[src/design/ksm_pkg.sv]
package ksm_pkg;

   // Register indexes on the csr port
   localparam logic [2:0] REG_KEY_LENGTH  = 3'd0;
   localparam logic [2:0] REG_KEY_CHARS_0 = 3'd1;
   localparam logic [2:0] REG_KEY_CHARS_1 = 3'd2;
   localparam logic [2:0] REG_KEY_CHARS_2 = 3'd3;
   localparam logic [2:0] REG_KEY_CHARS_3 = 3'd4;

   localparam int CSR_INDEX_BITS = 3;
   localparam int CSR_DATA_BITS  = 64;
   localparam int KEY_LEN_BITS   = 5;
   localparam int SLOT_BITS      = 16;   // one key character slot in a key_chars register
   localparam int SLOTS_PER_REG  = 4;
   localparam int KEY_REGS       = 4;
   localparam int FIELD_BITS     = 16;   // span_start / span_length / char_code

   typedef struct packed {
      logic [15:0] char_code;
      logic        char_present;
      logic        line_end;
   } req_word_type;

   typedef struct packed {
      logic [15:0] span_start;
      logic [15:0] span_length;
      logic        span_present;
      logic        last_of_line;
      logic        line_overflow;
   } rsp_word_type;

   // Per-cycle control broadcast to every matcher cell
   typedef struct packed {
      logic step;    // advance the chain with the current character
      logic clear;   // drop all partial matches
      logic load;    // latch a new keyword character (first word of a line)
   } cell_ctrl_type;

endpackage

[src/design/ksm_cell.sv]
module ksm_cell #(
   parameter int CHAR_BITS = 16
) (
   input  logic                   clock,
   input  logic                   reset,
   input  ksm_pkg::cell_ctrl_type ctrl,
   input  logic [CHAR_BITS-1:0]   key_new,
   input  logic [CHAR_BITS-1:0]   char_in,
   input  logic                   enable,
   input  logic                   prev_act,
   output logic                   act,
   output logic                   hit
);
   import ksm_pkg::*;

   logic [CHAR_BITS-1:0] key_ff;
   logic [CHAR_BITS-1:0] key_in;
   logic                 act_ff;
   logic                 act_in;
   logic [CHAR_BITS-1:0] key_use;

   // on the opening word the fresh key char is compared directly
   assign key_use = ctrl.load ? key_new : key_ff;
   assign hit     = prev_act & enable & (char_in == key_use);
   assign key_in  = ctrl.load ? key_new : key_ff;

   always_comb begin
      act_in = act_ff;
      if (ctrl.clear) begin
         act_in = 1'b0;
      end else if (ctrl.step) begin
         act_in = hit;
      end
   end

   always_ff @(posedge clock) begin
      key_ff <= key_in;
      if (reset) begin
         act_ff <= 1'b0;
      end else begin
         act_ff <= act_in;
      end
   end

   assign act = act_ff;

endmodule

[src/design/ksm_out_fifo.sv]
module ksm_out_fifo (
   input  logic                  clock,
   input  logic                  reset,
   input  logic                  push0,
   input  ksm_pkg::rsp_word_type push0_word,
   input  logic                  push1,
   input  ksm_pkg::rsp_word_type push1_word,
   output logic                  room_two,
   output logic                  rsp_valid,
   input  logic                  rsp_stall,
   output ksm_pkg::rsp_word_type rsp_word
);
   import ksm_pkg::*;

   localparam int DEPTH = 4;
   localparam int PTR_BITS = 2;

   rsp_word_type        entry_ff [DEPTH];
   logic [PTR_BITS-1:0] wr_ptr_ff, wr_ptr_in;
   logic [PTR_BITS-1:0] rd_ptr_ff, rd_ptr_in;
   logic [PTR_BITS:0]   count_ff, count_in;
   logic                pop;
   logic [PTR_BITS:0]   n_push;
   logic [PTR_BITS-1:0] wr_ptr_p1;

   assign rsp_valid = (count_ff != '0);
   assign rsp_word  = entry_ff[rd_ptr_ff];
   assign pop       = rsp_valid & ~rsp_stall;
   assign room_two  = (count_ff <= (PTR_BITS+1)'(DEPTH - 2));
   assign wr_ptr_p1 = wr_ptr_ff + 1'b1;

   always_comb begin
      n_push = '0;
      if (push0 & push1) begin
         n_push = (PTR_BITS+1)'(2);
      end else if (push0) begin
         n_push = (PTR_BITS+1)'(1);
      end
      wr_ptr_in = wr_ptr_ff + n_push[PTR_BITS-1:0];
      rd_ptr_in = rd_ptr_ff + {{(PTR_BITS-1){1'b0}}, pop};
      count_in  = count_ff + n_push - {{PTR_BITS{1'b0}}, pop};
   end

   always_ff @(posedge clock) begin
      if (push0) begin
         entry_ff[wr_ptr_ff] <= push0_word;
      end
      if (push1) begin
         entry_ff[wr_ptr_p1] <= push1_word;
      end
      if (reset) begin
         wr_ptr_ff <= '0;
         rd_ptr_ff <= '0;
         count_ff  <= '0;
      end else begin
         wr_ptr_ff <= wr_ptr_in;
         rd_ptr_ff <= rd_ptr_in;
         count_ff  <= count_in;
      end
   end

endmodule

[src/design/keyword_span_matcher.sv]
// Channel   Ports                             Direction  Word
// --------  --------------------------------  ---------  -----------------------------
// request   req_valid, req_stall, req_word    in         one character / line end
// response  rsp_valid, rsp_stall, rsp_word    out        one span or bare end marker
// csr       csr_wr_en, csr_index, csr_wdata   in         key length and key characters
//
// A request word may cause zero, one or two response words,
// which go into a four-entry output queue. req_stall is raised while the queue has room
// for fewer than two words, so with an unstalled consumer one word per clock is sustained.
// The critical path is the cell compare plus the span start/adjoin add and compare.
// Reset is synchronous and active high; it clears the cells, line state, csr registers and
// the queue. No clearing pass is needed after reset.
// A stalled response holds its word; the request side keeps taking words until the queue
// is nearly full.
//
// Matching: a row of MAX_KEY cells, cell i holding keyword character i and a flag that the
// text since the last restart ends in key[0..i]. On each accepted character a flag moves
// one cell up when the incoming character equals that cell's key character. This tracks the
// same state as a KMP automaton, so a full match shows up as the flag of cell (length-1).
module keyword_span_matcher #(
   parameter int MAX_KEY   = 16,
   parameter int POS_BITS  = 16,
   parameter int CHAR_BITS = 16
) (
   input  logic                                 clock,
   input  logic                                 reset,
   input  logic                                 req_valid,
   output logic                                 req_stall,
   input  ksm_pkg::req_word_type                req_word,
   output logic                                 rsp_valid,
   input  logic                                 rsp_stall,
   output ksm_pkg::rsp_word_type                rsp_word,
   input  logic                                 csr_wr_en,
   input  logic [ksm_pkg::CSR_INDEX_BITS-1:0]   csr_index,
   input  logic [ksm_pkg::CSR_DATA_BITS-1:0]    csr_wdata
);
   import ksm_pkg::*;

   localparam int LEN_BITS = $clog2(MAX_KEY + 1);
   localparam int LW       = POS_BITS + 1;                 // position / length width
   localparam int SAT_BITS = (LW > FIELD_BITS + 1) ? LW : FIELD_BITS + 1;

   // csr registers
   logic [KEY_LEN_BITS-1:0]  key_length_ff;
   logic [CSR_DATA_BITS-1:0] key_chars_ff [KEY_REGS];

   // line state
   logic                line_open_ff, line_open_in;
   logic [LEN_BITS-1:0] line_len_ff, line_len_in;
   logic [LW-1:0]       pos_ff, pos_in;
   logic [LW-1:0]       pend_start_ff, pend_start_in;
   logic [LW-1:0]       pend_len_ff, pend_len_in;
   logic [LW-1:0]       pend_end_ff, pend_end_in;
   logic                pend_valid_ff, pend_valid_in;
   logic                ovf_ff, ovf_in;

   logic                room_two;
   logic                acc, active, opening, present, at_end, saturated, searching;
   logic [LEN_BITS-1:0] key_len_sat, eff_len;
   logic [LW-1:0]       len_pos, start_pos;
   logic [MAX_KEY-1:0]  en_vec, last_sel, act_vec, hit_vec;
   logic                match, adjoin, emit_old;
   cell_ctrl_type       ctrl;
   logic                push0, push1;
   rsp_word_type        old_word, end_word, push0_word;

   function automatic logic [FIELD_BITS-1:0] sat_len(input logic [LW-1:0] len);
      logic [SAT_BITS-1:0] ext;
      ext = SAT_BITS'(len);
      sat_len = (ext > SAT_BITS'({FIELD_BITS{1'b1}})) ? {FIELD_BITS{1'b1}}
                                                      : ext[FIELD_BITS-1:0];
   endfunction

   function automatic logic [FIELD_BITS-1:0] low_start(input logic [LW-1:0] pos);
      logic [SAT_BITS-1:0] ext;
      ext = SAT_BITS'(pos);
      low_start = ext[FIELD_BITS-1:0];
   endfunction

   // ---------------- csr writes ----------------
   always_ff @(posedge clock) begin
      if (reset) begin
         key_length_ff <= '0;
         for (int r = 0; r < KEY_REGS; r++) begin
            key_chars_ff[r] <= '0;
         end
      end else if (csr_wr_en) begin
         case (csr_index)
            REG_KEY_LENGTH:  key_length_ff   <= csr_wdata[KEY_LEN_BITS-1:0];
            REG_KEY_CHARS_0: key_chars_ff[0] <= csr_wdata;
            REG_KEY_CHARS_1: key_chars_ff[1] <= csr_wdata;
            REG_KEY_CHARS_2: key_chars_ff[2] <= csr_wdata;
            REG_KEY_CHARS_3: key_chars_ff[3] <= csr_wdata;
            default: ;
         endcase
      end
   end

   // ---------------- request decode ----------------
   assign req_stall = ~room_two;
   assign acc       = req_valid & ~req_stall;
   assign present   = req_word.char_present;
   assign at_end    = req_word.line_end;
   assign active    = acc & (present | at_end);   // neither flag: word is dropped
   assign opening   = ~line_open_ff;
   assign saturated = pos_ff[POS_BITS];

   // keyword latched for the line on its first word; csr changes apply next line
   assign key_len_sat = (key_length_ff > KEY_LEN_BITS'(MAX_KEY)) ? LEN_BITS'(MAX_KEY)
                                                                 : key_length_ff[LEN_BITS-1:0];
   assign eff_len   = opening ? key_len_sat : line_len_ff;
   assign searching = active & present & ~saturated & (eff_len != '0);

   always_comb begin
      for (int i = 0; i < MAX_KEY; i++) begin
         en_vec[i]   = (LEN_BITS'(i) < eff_len);
         last_sel[i] = (LEN_BITS'(i + 1) == eff_len);
      end
   end

   assign ctrl.load  = active & opening;
   assign ctrl.step  = searching;
   assign ctrl.clear = active & (match | at_end | (present & saturated));

   // ---------------- cell row ----------------
   for (genvar g = 0; g < MAX_KEY; g++) begin : g_cell
      ksm_cell #(
         .CHAR_BITS (CHAR_BITS)
      ) u_cell (
         .clock    (clock),
         .reset    (reset),
         .ctrl     (ctrl),
         .key_new  (key_chars_ff[g / SLOTS_PER_REG]
                                [(g % SLOTS_PER_REG) * SLOT_BITS +: CHAR_BITS]),
         .char_in  (req_word.char_code[CHAR_BITS-1:0]),
         .enable   (en_vec[g]),
         .prev_act ((g == 0) ? 1'b1 : act_vec[(g == 0) ? 0 : g - 1]),
         .act      (act_vec[g]),
         .hit      (hit_vec[g])
      );
   end

   assign match = searching & |(hit_vec & last_sel);

   // ---------------- span tracking ----------------
   assign len_pos   = LW'(eff_len);
   assign start_pos = pos_ff + LW'(1) - len_pos;
   assign adjoin    = pend_valid_ff & (start_pos == pend_end_ff);
   assign emit_old  = match & ~adjoin & pend_valid_ff;

   always_comb begin
      line_open_in  = line_open_ff;
      line_len_in   = line_len_ff;
      pos_in        = pos_ff;
      pend_start_in = pend_start_ff;
      pend_len_in   = pend_len_ff;
      pend_end_in   = pend_end_ff;
      pend_valid_in = pend_valid_ff;
      ovf_in        = ovf_ff;

      if (active) begin
         line_open_in = 1'b1;
         line_len_in  = eff_len;
         if (present) begin
            if (saturated) begin
               ovf_in = 1'b1;
            end else begin
               pos_in = pos_ff + LW'(1);
            end
         end
         if (match) begin
            if (adjoin) begin
               pend_len_in = pend_len_ff + len_pos;
               pend_end_in = pend_end_ff + len_pos;
            end else begin
               pend_start_in = start_pos;
               pend_len_in   = len_pos;
               pend_end_in   = pos_ff + LW'(1);
               pend_valid_in = 1'b1;
            end
         end
      end
   end

   // results: the replaced span, then the line's closing word
   always_comb begin
      old_word               = '0;
      old_word.span_start    = low_start(pend_start_ff);
      old_word.span_length   = sat_len(pend_len_ff);
      old_word.span_present  = 1'b1;

      end_word               = '0;
      end_word.last_of_line  = 1'b1;
      end_word.line_overflow = ovf_in;
      if (pend_valid_in) begin
         end_word.span_start   = low_start(pend_start_in);
         end_word.span_length  = sat_len(pend_len_in);
         end_word.span_present = 1'b1;
      end
   end

   assign push0      = active & (emit_old | at_end);
   assign push1      = active & emit_old & at_end;
   assign push0_word = emit_old ? old_word : end_word;

   always_ff @(posedge clock) begin
      pend_start_ff <= pend_start_in;
      pend_len_ff   <= pend_len_in;
      pend_end_ff   <= pend_end_in;
      line_len_ff   <= line_len_in;
      if (reset) begin
         line_open_ff  <= 1'b0;
         pos_ff        <= '0;
         pend_valid_ff <= 1'b0;
         ovf_ff        <= 1'b0;
      end else if (active & at_end) begin
         line_open_ff  <= 1'b0;
         pos_ff        <= '0;
         pend_valid_ff <= 1'b0;
         ovf_ff        <= 1'b0;
      end else begin
         line_open_ff  <= line_open_in;
         pos_ff        <= pos_in;
         pend_valid_ff <= pend_valid_in;
         ovf_ff        <= ovf_in;
      end
   end

   // ---------------- output queue ----------------
   ksm_out_fifo u_out_fifo (
      .clock      (clock),
      .reset      (reset),
      .push0      (push0),
      .push0_word (push0_word),
      .push1      (push1),
      .push1_word (end_word),
      .room_two   (room_two),
      .rsp_valid  (rsp_valid),
      .rsp_stall  (rsp_stall),
      .rsp_word   (rsp_word)
   );

endmodule

[config.mk]
export PLATFORM = sky130hd
export DESIGN_NAME = keyword_span_matcher
export DESIGN_NICKNAME = d
export VERILOG_FILES = /design/src/design/ksm_pkg.sv /design/src/design/ksm_cell.sv /design/src/design/ksm_out_fifo.sv /design/src/design/keyword_span_matcher.sv
export SDC_FILE = /design/constraint.sdc
export NUM_CORES = 1
export LEC_CHECK = 0
export BUFFER_PORTS_ARGS = -buffer_cell sky130_fd_sc_hd__buf_2
export CORE_UTILIZATION = 40
export CTS_BUF_LIST = sky130_fd_sc_hd__clkbuf_4 sky130_fd_sc_hd__clkbuf_8 sky130_fd_sc_hd__clkbuf_16
export CTS_CLUSTER_SIZE = 24
export DETAILED_ROUTE_END_ITERATION = 8
export GPL_TIMING_DRIVEN = 0
export PLACE_DENSITY = 0.65
export SYNTH_ARGS = -nofsm -noshare
export SYNTH_HDL_FRONTEND = slang
export SYNTH_SLANG_ARGS = --single-unit
[constraint.sdc]
create_clock -name clock -period 20.8 [get_ports clock]
set_clock_uncertainty 0.15 [all_clocks]
set_input_delay 1.04 -clock clock [delete_from_list [all_inputs] [get_ports clock]]
set_output_delay 1.04 -clock clock [all_outputs]
set_load 0.02 [all_outputs]
# [Word-level counts from Yosys, hierarchy flattened]
# Memories as Yosys holds them, arrays and structs flattened. A register that Yosys moved wholly into a read port is not among the register bits.
# Cells that the tools add are included.
[word_totals] register_bits=358 ram_bits=396 input_bits=90 out_inout_bits=37 elab_cells=250 mem_count=2
[mem_list] name="key_chars_ff" depth=4 width=64 read_ports=4 rd_clocked_by_memory_dff=0 write_ports=4 line="keyword_span_matcher.sv:45" source="logic [CSR_DATA_BITS-1:0] key_chars_ff [KEY_REGS];"
[mem_list] name="u_out_fifo.entry_ff" depth=4 width=35 read_ports=1 rd_clocked_by_memory_dff=1 write_ports=2 line="ksm_out_fifo.sv:18" source="rsp_word_type entry_ff [DEPTH];"
[classes] n_addsub=9 n_lt_le_gt_ge=20 n_eq_ne=37 muxes=65 bitwise=63 reduce_logical=10
[ops] cell="16-bit two-way mux" count=21
[ops] cell="16-bit == test" count=16
[ops] cell="64-bit two-way mux" count=4
[ops] cell="17-bit two-way mux" count=5
[ops] cell="1-bit AND" count=49
[ops] cell="4-bit by 5-bit == test with 1-bit output (first input constant)" count=8
[ops] cell="4-bit by 5-bit less-than comparator with 1-bit output (first input constant)" count=8
[ops] cell="35-bit two-way mux" count=1
[ops] cell="17-bit by 5-bit adder with 17-bit output" count=2
[ops] cell="17-bit by 16-bit > comparator with 1-bit output (second input constant)" count=2
[ops] cell="33-bit two-way mux" count=1
[ops] cell="1-bit two-way mux" count=29
[ops] cell="3-bit by 5-bit == test with 1-bit output (first input constant)" count=4
[ops] cell="3-bit by 5-bit less-than comparator with 1-bit output (first input constant)" count=4
[ops] cell="17-bit by 1-bit adder with 17-bit output (second input constant)" count=1
[ops] cell="17-bit == test" count=1
[ops] cell="17-bit by 5-bit subtractor with 17-bit output" count=1
[ops] cell="16-bit AND" count=1
[ops] cell="16-bit OR reduction" count=1
[ops] cell="2-bit by 5-bit == test with 1-bit output (first input constant)" count=2
[ops] cell="1-bit by 5-bit less-than comparator with 1-bit output (first input constant)" count=2
[ops] cell="2-bit by 5-bit less-than comparator with 1-bit output (first input constant)" count=2
[ops] cell="5-bit two-way mux" count=2
[ops] cell="1-bit OR" count=8
[ops] cell="other kinds (21)" count=29

# [Longest topological paths before layout]
# Gate-level depths: netlist of run 1.
[logic_depth] ltp_word=18 mapped_depth=27 depth_no_buf=22

# [Hierarchy]
# A second synthesis of run 1 with hierarchy kept.
[unflattened] cells_unflattened=2781 area_unflattened_um2=36022.0
[modules_own_cells] mod="keyword_span_matcher" instances=1 cells_each=1352 area_per_inst_um2=16001.6 seq_area_each_um2=9509.1
[modules_own_cells] mod="ksm_cell" instances=16 cells_each=65 area_per_inst_um2=793.3 seq_area_each_um2=340.3
[modules_own_cells] mod="ksm_out_fifo" instances=1 cells_each=389 area_per_inst_um2=7328.3 seq_area_each_um2=4344.2

# [Worst setup path after synthesis of run 1]
# Ideal clock, no wire load.
[synth_path] path_kind="input -> register" startpoint="input port req_word[0] (netlist bit)" endpoint="memory u_out_fifo.entry_ff[1][0] (netlist bit), enable pin" setup_ps=472 arrival_ps=6345 required_time_ps=20178 slack_ps=13833 cell_stages=14 n_path_buf=4 path_cell_list="clkbuf_1 -> o21ai_1 -> clkbuf_1 -> a2111oi_0 -> a311o_1 -> or4b_1 -> nor4b_1 -> a221oi_1 -> nand4_1 -> o211ai_1 -> nand2b_1 -> buf_2 -> buf_2 -> o21ai_0"
[synth_lines] element="start, declared" line="keyword_span_matcher.sv:29" source="input ksm_pkg::req_word_type req_word,"
[synth_lines] element="end, declared" line="ksm_out_fifo.sv:18"

==> impl_results.md, run 1 <==
- Initial antenna violation count: 4
- FMAX: 117 MHz
- Antenna Nets Post-Route: 0
- I/O Buffers: 115
- Total number of vias: 32148
- Clock network latency to the later pin of the worst-skew pair: 670 ps
- Outcome: finished with violations
- Final Total Pwr: 4.83 mW
- CTS tree: done
- Hold Violations, Final: 0
- Cells after DPL: 5256
- Cell taking the most area after synthesis: edfxtp_1
- Root buf cell: clkbuf_16
- Reg2reg start: line_open_ff
- PostCTS Resize Cnt: 0
- Critical path arrival: 8550 ps
- CP Capture Type: flip-flop
- Max_cap viols: 4
- Cell leakage power: 16.7 nW
- Share of synthesized flip-flops with an asynchronous set or reset: 0%
- Mapped Area: 0.0382 mm²
- Pre-CTS WS: 12290 ps
- Area after DPL: 0.0407 mm²
- Cells along the critical path: clkbuf_1 > clkbuf_1 > clkbuf_1 > o21ai_0 > inv_1 > ha_1 > o21ai_0 > o21ai_0 > nor3_1 > a2111oi_0 > nand3_1 > nor4_1 > and3_1 > clkbuf_1 > nor2_1 > clkbuf_1 > o21ai_0 > nand2_2
- Top-count cell post-synth: nand2_1
- Synth top cells by count: nand2_1 (710), edfxtp_1 (414), dfxtp_1 (340), and2_1 (274), xnor2_1 (205)
- DR vias/cell: 5.94
- Die H: 311 µm
- Post-synth top area share: 32.5%
- Unique masters post-synth: 97
- Max-slew headroom: -10.2%
- CTS H-tree depth: 3
- Hold buffers post-CTS: 0
- Clock buffer depth: 3
- Slew @ Worst Pin: 1650 ps
- Final net count: 4194
- Crit path max-delay cell type: o21ai_0
- CTS buffer count: 84
- Post-CTS setup buffers: 0
- Layout area overhead: 13.9%
- Post-Route WL: 153 mm
- Post-Layout Cell Count: 5414
- Largest net degree at the start of global routing: 56
- Placement Rows: 113
- Setup TNS: 0 ps
- Worst-path clk slew: 60 ps
- WL/cell: 28.2 µm
- Die X-Extent: 311 µm
- CP Launch Point: line_open_ff
- CP Launch Type: flip-flop
- Worst path most repeated cell: clkbuf_1
- Critical Path RT: 20810 ps
- Synth Warn #: 0
- Syn Area/Cell: 9.90 µm²
- Syn Inst Count: 3860
- First-pass GRT wire length: 216 mm
- WS Path Type: reg -> reg
- Total GRT Usage: 30.8%
- RSZ-0062 raised after global routing: no
- Drt first pass iters: 8
- Initial Util: 40.3%
- Peak VDD IR: 75.7 µV
- Final setup margin: 12260 ps
- # DRC: 0
- Max-slew violations: 45
- Failing checks: capacitance limit, slew limit
- Worst path max stage delay: 1100 ps
- Layout cells sized above 1: 10.7%
- Final min period: 8540 ps
- Design area: 0.0435 mm²
- First DRT Iteration DRCs: 4505
- Synth Flop Type: edfxtp_1
- I/O pins: 127
- Grt total ovfl: 0
- Crit path max fanout: 34
- Worst hold path class: reg -> reg
- Mapped Nets: 3977
- Post-synthesis register bit count: 754
- Fillers: 8998
- Clk sinks: 754
- Number of global-route vias before repair: 30508
- Die area: 0.0968 mm²
- Pwr dens: 111 mW/mm²
- Tcrit/Tclk final: 41.1%
- Dominant cells by area after synthesis: edfxtp_1 (33%), dfxtp_1 (18%), nand2_1 (7.0%), xnor2_1 (4.7%), and2_1 (4.5%)
- Gpl congestion: 1.06
- Hold Crit Start: g_cell[4].u_cell.act
- Register area share after synthesis: 50.3%
- Final HPWL from detailed placement: 112 mm
- Number of synthesized flops with an enable pin: 414
- Final setup violation count: 0
- Core Region: 0.0949 mm²
final cells by class:
type / instances / area (µm²) / area share (%)
diodes: 2 / 5.00 / 0.0115
plain buffers: 240 / 982 / 2.26
clock buffers: 107 / 2330 / 5.35
clock inverters: 49 / 462 / 1.06
inverters: 127 / 477 / 1.10
multi-input cells: 2739 / 17600 / 40.4
flip-flops and latches: 754 / 19200 / 44.2
well taps: 1265 / 1580 / 3.64
repair buffers: 131 / 855 / 1.96
final timing paths:
| kind | endpoint | slack, ps | cells past startpoint |
|---|---|---|---|
| setup / recovery | u_out_fifo.entry_ff[0][31] | 12260 | 18 |
| hold / removal | g_cell[4].u_cell.act | 300 | 2 |
| setup reg to reg | u_out_fifo.entry_ff[0][31] | 12260 | 18 |
| hold reg to reg | g_cell[4].u_cell.act | 300 | 2 |
cells in the final DEF, fill, tap and decap left out, drive strengths merged, types with 17 or more instances in the layout:
cell type,instances
o2bb2ai,22
a21oi,87
o211ai,20
mux2,18
a2111oi,23
ha,23
nand2,710
or3,18
edfxtp,414
clkbuf,266
a211oi,18
nor3,58
mux2i,46
xor2,174
and3,17
a21o,21
nand2b,63
buf,212
nor2b,38
xnor2,205
o21ai,103
nand3,79
and2,278
clkinv,36
mux4,35
nor4,67
nand4,62
dfxtp,340
inv,128
o2111ai,20
o22ai,143
nor2,148
metrics by stage:
| stage | hold slack, ps | utilization [%] |
|---|---|---|
| 2_1_floorplan | 272 | - |
| 3_3_place_gp | 279 | 42.6 |
| 3_5_place_dp | 291 | 42.9 |
| 4_1_cts | 302 | 45.9 |
| 5_1_grt | 314 | 45.9 |
| 6_report | 301 | 45.9 |
kinds of logic after synthesis:
logic type               after synthesis  synth area share (%)
AND/OR/NAND/NOR                     1593                  20.4
flip-flops                           754                  50.3
AO/OA/AOI/OAI                        637                  11.7
multiplexers                          99                  3.80
adder cells (fa/ha/maj)               27                 0.963
buffers and inverters                367                  3.81
XOR/XNOR                             383                  8.92
critical path: cells and delay by family (launching register included):
kind / cells / cell delay (ps)
buf+inv: 6 / 1960
flops: 1 / 290
fa+ha+maj: 1 / 470
compound gates: 5 / 2940
simple gates: 6 / 2200
power by group:
group / switching [mW] / leakage (nW) / total [mW] / internal (mW)
Combinational: 0.777 / 8.35 / 1.22 / 0.442
Clock: 0.646 / 1.39 / 1.53 / 0.884
Sequential: 0.211 / 6.91 / 2.08 / 1.87
flip-flops by register name, indices dropped and copies added (netlist names), 3 cells and up:
| register | flops |
|---|---|
| pend_end_ff | 17 |
| u_out_fifo.count_ff | 3 |
| g_cell.u_cell.act | 15 |
| key_length_ff | 5 |
| pend_start_ff | 16 |
| g_cell.u_cell.key_ff | 256 |
| pos_ff | 17 |
| key_chars_ff | 256 |
| u_out_fifo.entry_ff | 140 |
| pend_len_ff | 17 |
| line_len_ff | 5 |
layer usage:
metal	part of all wire, %	wire length (µm)	global-route usage [%]
met5	0	0	0
met4	7.3	11100	19.1
met3	9.5	14400	5.55
met2	44	67700	48.3
met1	39	59500	39.4
No activity file was read; power rests on OpenSTA's default activity.
==> inputs of run 2 (changes only) <==
- PLACE_DENSITY: 0.65 -> 0.67
- clock period: 20.8 -> 7.81 ns (I/O delays scaled with it)
==> run 2 against run 1 <==
  * The run still ends with capacitance limit, slew limit left
  * Non-clock buffer count is 58 higher
  * Wire length rose by 1.0%
  * Clock power grew to 2.7 times the previous value
  * Largest cell class unchanged
  * Largest power group unchanged
==> impl_results.md, run 2 (synthesized netlist as in run 1, its figures left out) <==
- Outcome: finished with violations (unchanged)
- Failing checks: capacitance limit, slew limit (unchanged)
- Root buf cell: clkbuf_16 (unchanged)
- Cell leakage power: 16.9 nW (was 16.7 nW)
- Die H: 311 µm (unchanged)
- WS Path Type: in -> reg (was reg -> reg)
- Crit path max fanout: 10 (was 34)
- Area after DPL: 0.0408 mm² (was 0.0407 mm²)
- Final min period: 7580 ps
- Drt first pass iters: 6 (was 8)
- FF-to-FF setup slack: 230 ps (was 12260 ps)
- CTS tree: done (unchanged)
- Post-Route WL: 154 mm (was 153 mm)
- Worst hold path class: in -> reg (was reg -> reg)
- Core Region: 0.0949 mm² (unchanged)
- Total GRT Usage: 31.0% (was 30.8%)
- Max-slew headroom: -1.32% (was -10.2%)
- First-pass GRT wire length: 218 mm (was 216 mm)
- Worst-path clk slew: 60 ps (about the same)
- Die X-Extent: 311 µm (unchanged)
- Placement Rows: 113 (unchanged)
- Clk sinks: 754 (unchanged)
- DR vias/cell: 5.98 (was 5.94)
- Design area: 0.0442 mm² (was 0.0435 mm²)
- WL/cell: 28.2 µm (about the same)
- Final setup violation count: 0 (unchanged)
- Grt total ovfl: 0 (unchanged)
- Max layer used: met5 (was met4)
- FMAX: 132 MHz
- Clock network latency to the later pin of the worst-skew pair: 660 ps (was 670 ps)
- Metal3 WL: 15.3 mm (was 14.4 mm)
- Critical path arrival: 7950 ps (was 8550 ps)
- Die area: 0.0968 mm² (unchanged)
- Clock buffer depth: 3 (unchanged)
- Layout area overhead: 15.7% (was 13.9%)
- CTS H-tree depth: 3 (unchanged)
- I/O Buffers: 115 (unchanged)
- Final HPWL from detailed placement: 112 mm (about the same)
- Gpl congestion: 1.06 (about the same)
- Peak VDD IR: 204 µV (was 75.7 µV)
- Initial antenna violation count: 7 (was 4)
- Total number of vias: 32688 (was 32148)
- Pwr dens: 292 mW/mm² (was 111 mW/mm²)
- Setup TNS: 0 ps (unchanged)
- Met2 wire length: 69.1 mm (was 67.7 mm)
- Max-slew violations: 32 (was 45)
- CP Launch Point: req_word[1] (was line_open_ff)
- Critical Path RT: 8180 ps (was 20810 ps)
- Largest net degree at the start of global routing: 45 (was 56)
- Post-CTS setup buffers: 0 (unchanged)
- CTS buffer count: 83 (was 84)
- Most frequent cells in the layout: nand2_1 (708), edfxtp_1 (414), dfxtp_1 (339) (was nand2_1 (708), edfxtp_1 (414), dfxtp_1 (340))
- Top Registers: g_cell.u_cell.key_ff x256, key_chars_ff x256, u_out_fifo.entry_ff x140 (unchanged)
- Layout cells sized above 1: 10.6% (was 10.7%)
- WL met1: 58.8 mm (was 59.5 mm)
- CP Capture Type: flip-flop (unchanged)
- Most common cell after layout, fill and taps aside: nand2_1 (unchanged)
- Hold Violations, Final: 0 (unchanged)
- Final net count: 4251 (was 4194)
- Antenna Nets Post-Route: 0 (unchanged)
- Slew @ Worst Pin: 1520 ps (was 1650 ps)
- Hold Crit Start: csr_wdata[21] (was g_cell[4].u_cell.act)
- Max_cap viols: 4 (unchanged)
- First DRT Iteration DRCs: 4371 (was 4505)
- Initial Util: 40.3% (unchanged)
- I/O pins: 127 (unchanged)
- CP Launch Type: primary input (was flip-flop)
- RSZ-0062 raised after global routing: no (unchanged)
- # DRC: 0 (unchanged)
- Tcrit/Tclk final: 97.1%
- Reg2reg start: u_out_fifo.count_ff[1] (was line_open_ff)
- Number of global-route vias before repair: 31213 (was 30508)
-- run 2: cell types whose count changed in the layout (fill, tap and decap cells not counted), moves of 3 or more --
cell / delta
clkbuf_2: +3
o21ai_1: +3
buf_16: +3
inv_6: -3
o21ai_0: -3
clkinv_2: -8
clkbuf_4: +5
dlygate4sd3_1: +58
clkbuf_1: -4
clkinv_4: +3
-- run 2: layer usage --
metal | global-route usage (%) | vias to the layer above
li1 | - | 14281
met1 | 38.9 | 15812
met2 | 49.1 | 2073
met3 | 6.30 | 516
met4 | 19.3 | 6
met5 | 0 | -
-- run 2: layout make-up --
type / count / area (µm²)
antenna: 3 / 7.51
sequential: 754 / 19200
multi-input combinational: 2739 / 17600
tap: 1265 / 1580
timing repair buffer: 190 / 1490
clock inverter: 38 / 333
fill: 8871 / 50700
clock buffer: 115 / 2440
inverter: 127 / 477
buffer: 239 / 991
-- run 2: worst max-delay path, stage by stage --
cell and delay (ps):
dlygate4sd3_1 580, clkbuf_1 320, o21ai_1 320, nor3_4 580, clkbuf_4 490, buf_4 360, buf_2 480, o41ai_1 310
o211a_1 270, and2_1 180, a221oi_1 520, nand4_1 500, o211ai_1 510, nand2b_1 150, buf_2 250, buf_2 320
nand2_1 80, o21ai_0 220, ha_1 210, inv_1 50, fa_1 420, xnor2_1 190, xnor2_1 140, nor2_1 60
-- run 2: worst paths after layout --
kind,endpoint,depth (start not counted)
worst max-delay path,u_out_fifo.count_ff[2],24
worst min-delay path,key_chars_ff[3][21],2
worst max register to register,u_out_fifo.count_ff[2],23
worst min register to register,g_cell[2].u_cell.key_ff[7],2
-- run 2: through the flow --
| stage | util [%] | setup slack [ps] | hold WS (ps) | total power [mW] | cells |
|---|---|---|---|---|---|
| after global placement | 42.6 | -3160 | 280 | 8.69 | 5240 |
| after CTS | 46.5 | 27.0 | 0.340 | 12.8 | 5468 |
| final | 46.6 | 225 | 24.9 | 12.9 | 5470 |
| after global routing | 46.6 | 119 | 17.3 | 13.3 | 5467 |
| after detailed placement | 43.0 | -600 | 294 | 8.75 | 5257 |
| after floorplan | - | 859 | 272 | 7.58 | 3860 |
-- run 2: repair_timing --
item | 4_1_cts | 5_1_grt
resized for setup | 5 | 13
hold endpoints to repair | 216 | 0
hold buffers | 58 | 0
setup endpoints to repair | 74 | 149
pin swaps | 0 | 0
-- run 2: power breakdown --
| part | switching (mW) | internal (mW) | total, mW | leakage [nW] |
|---|---|---|---|---|
| clock network | 1.71 | 2.35 | 4.06 | 1.38 |
| logic | 2.09 | 1.21 | 3.30 | 8.63 |
| registers | 0.568 | 4.99 | 5.56 | 6.91 |
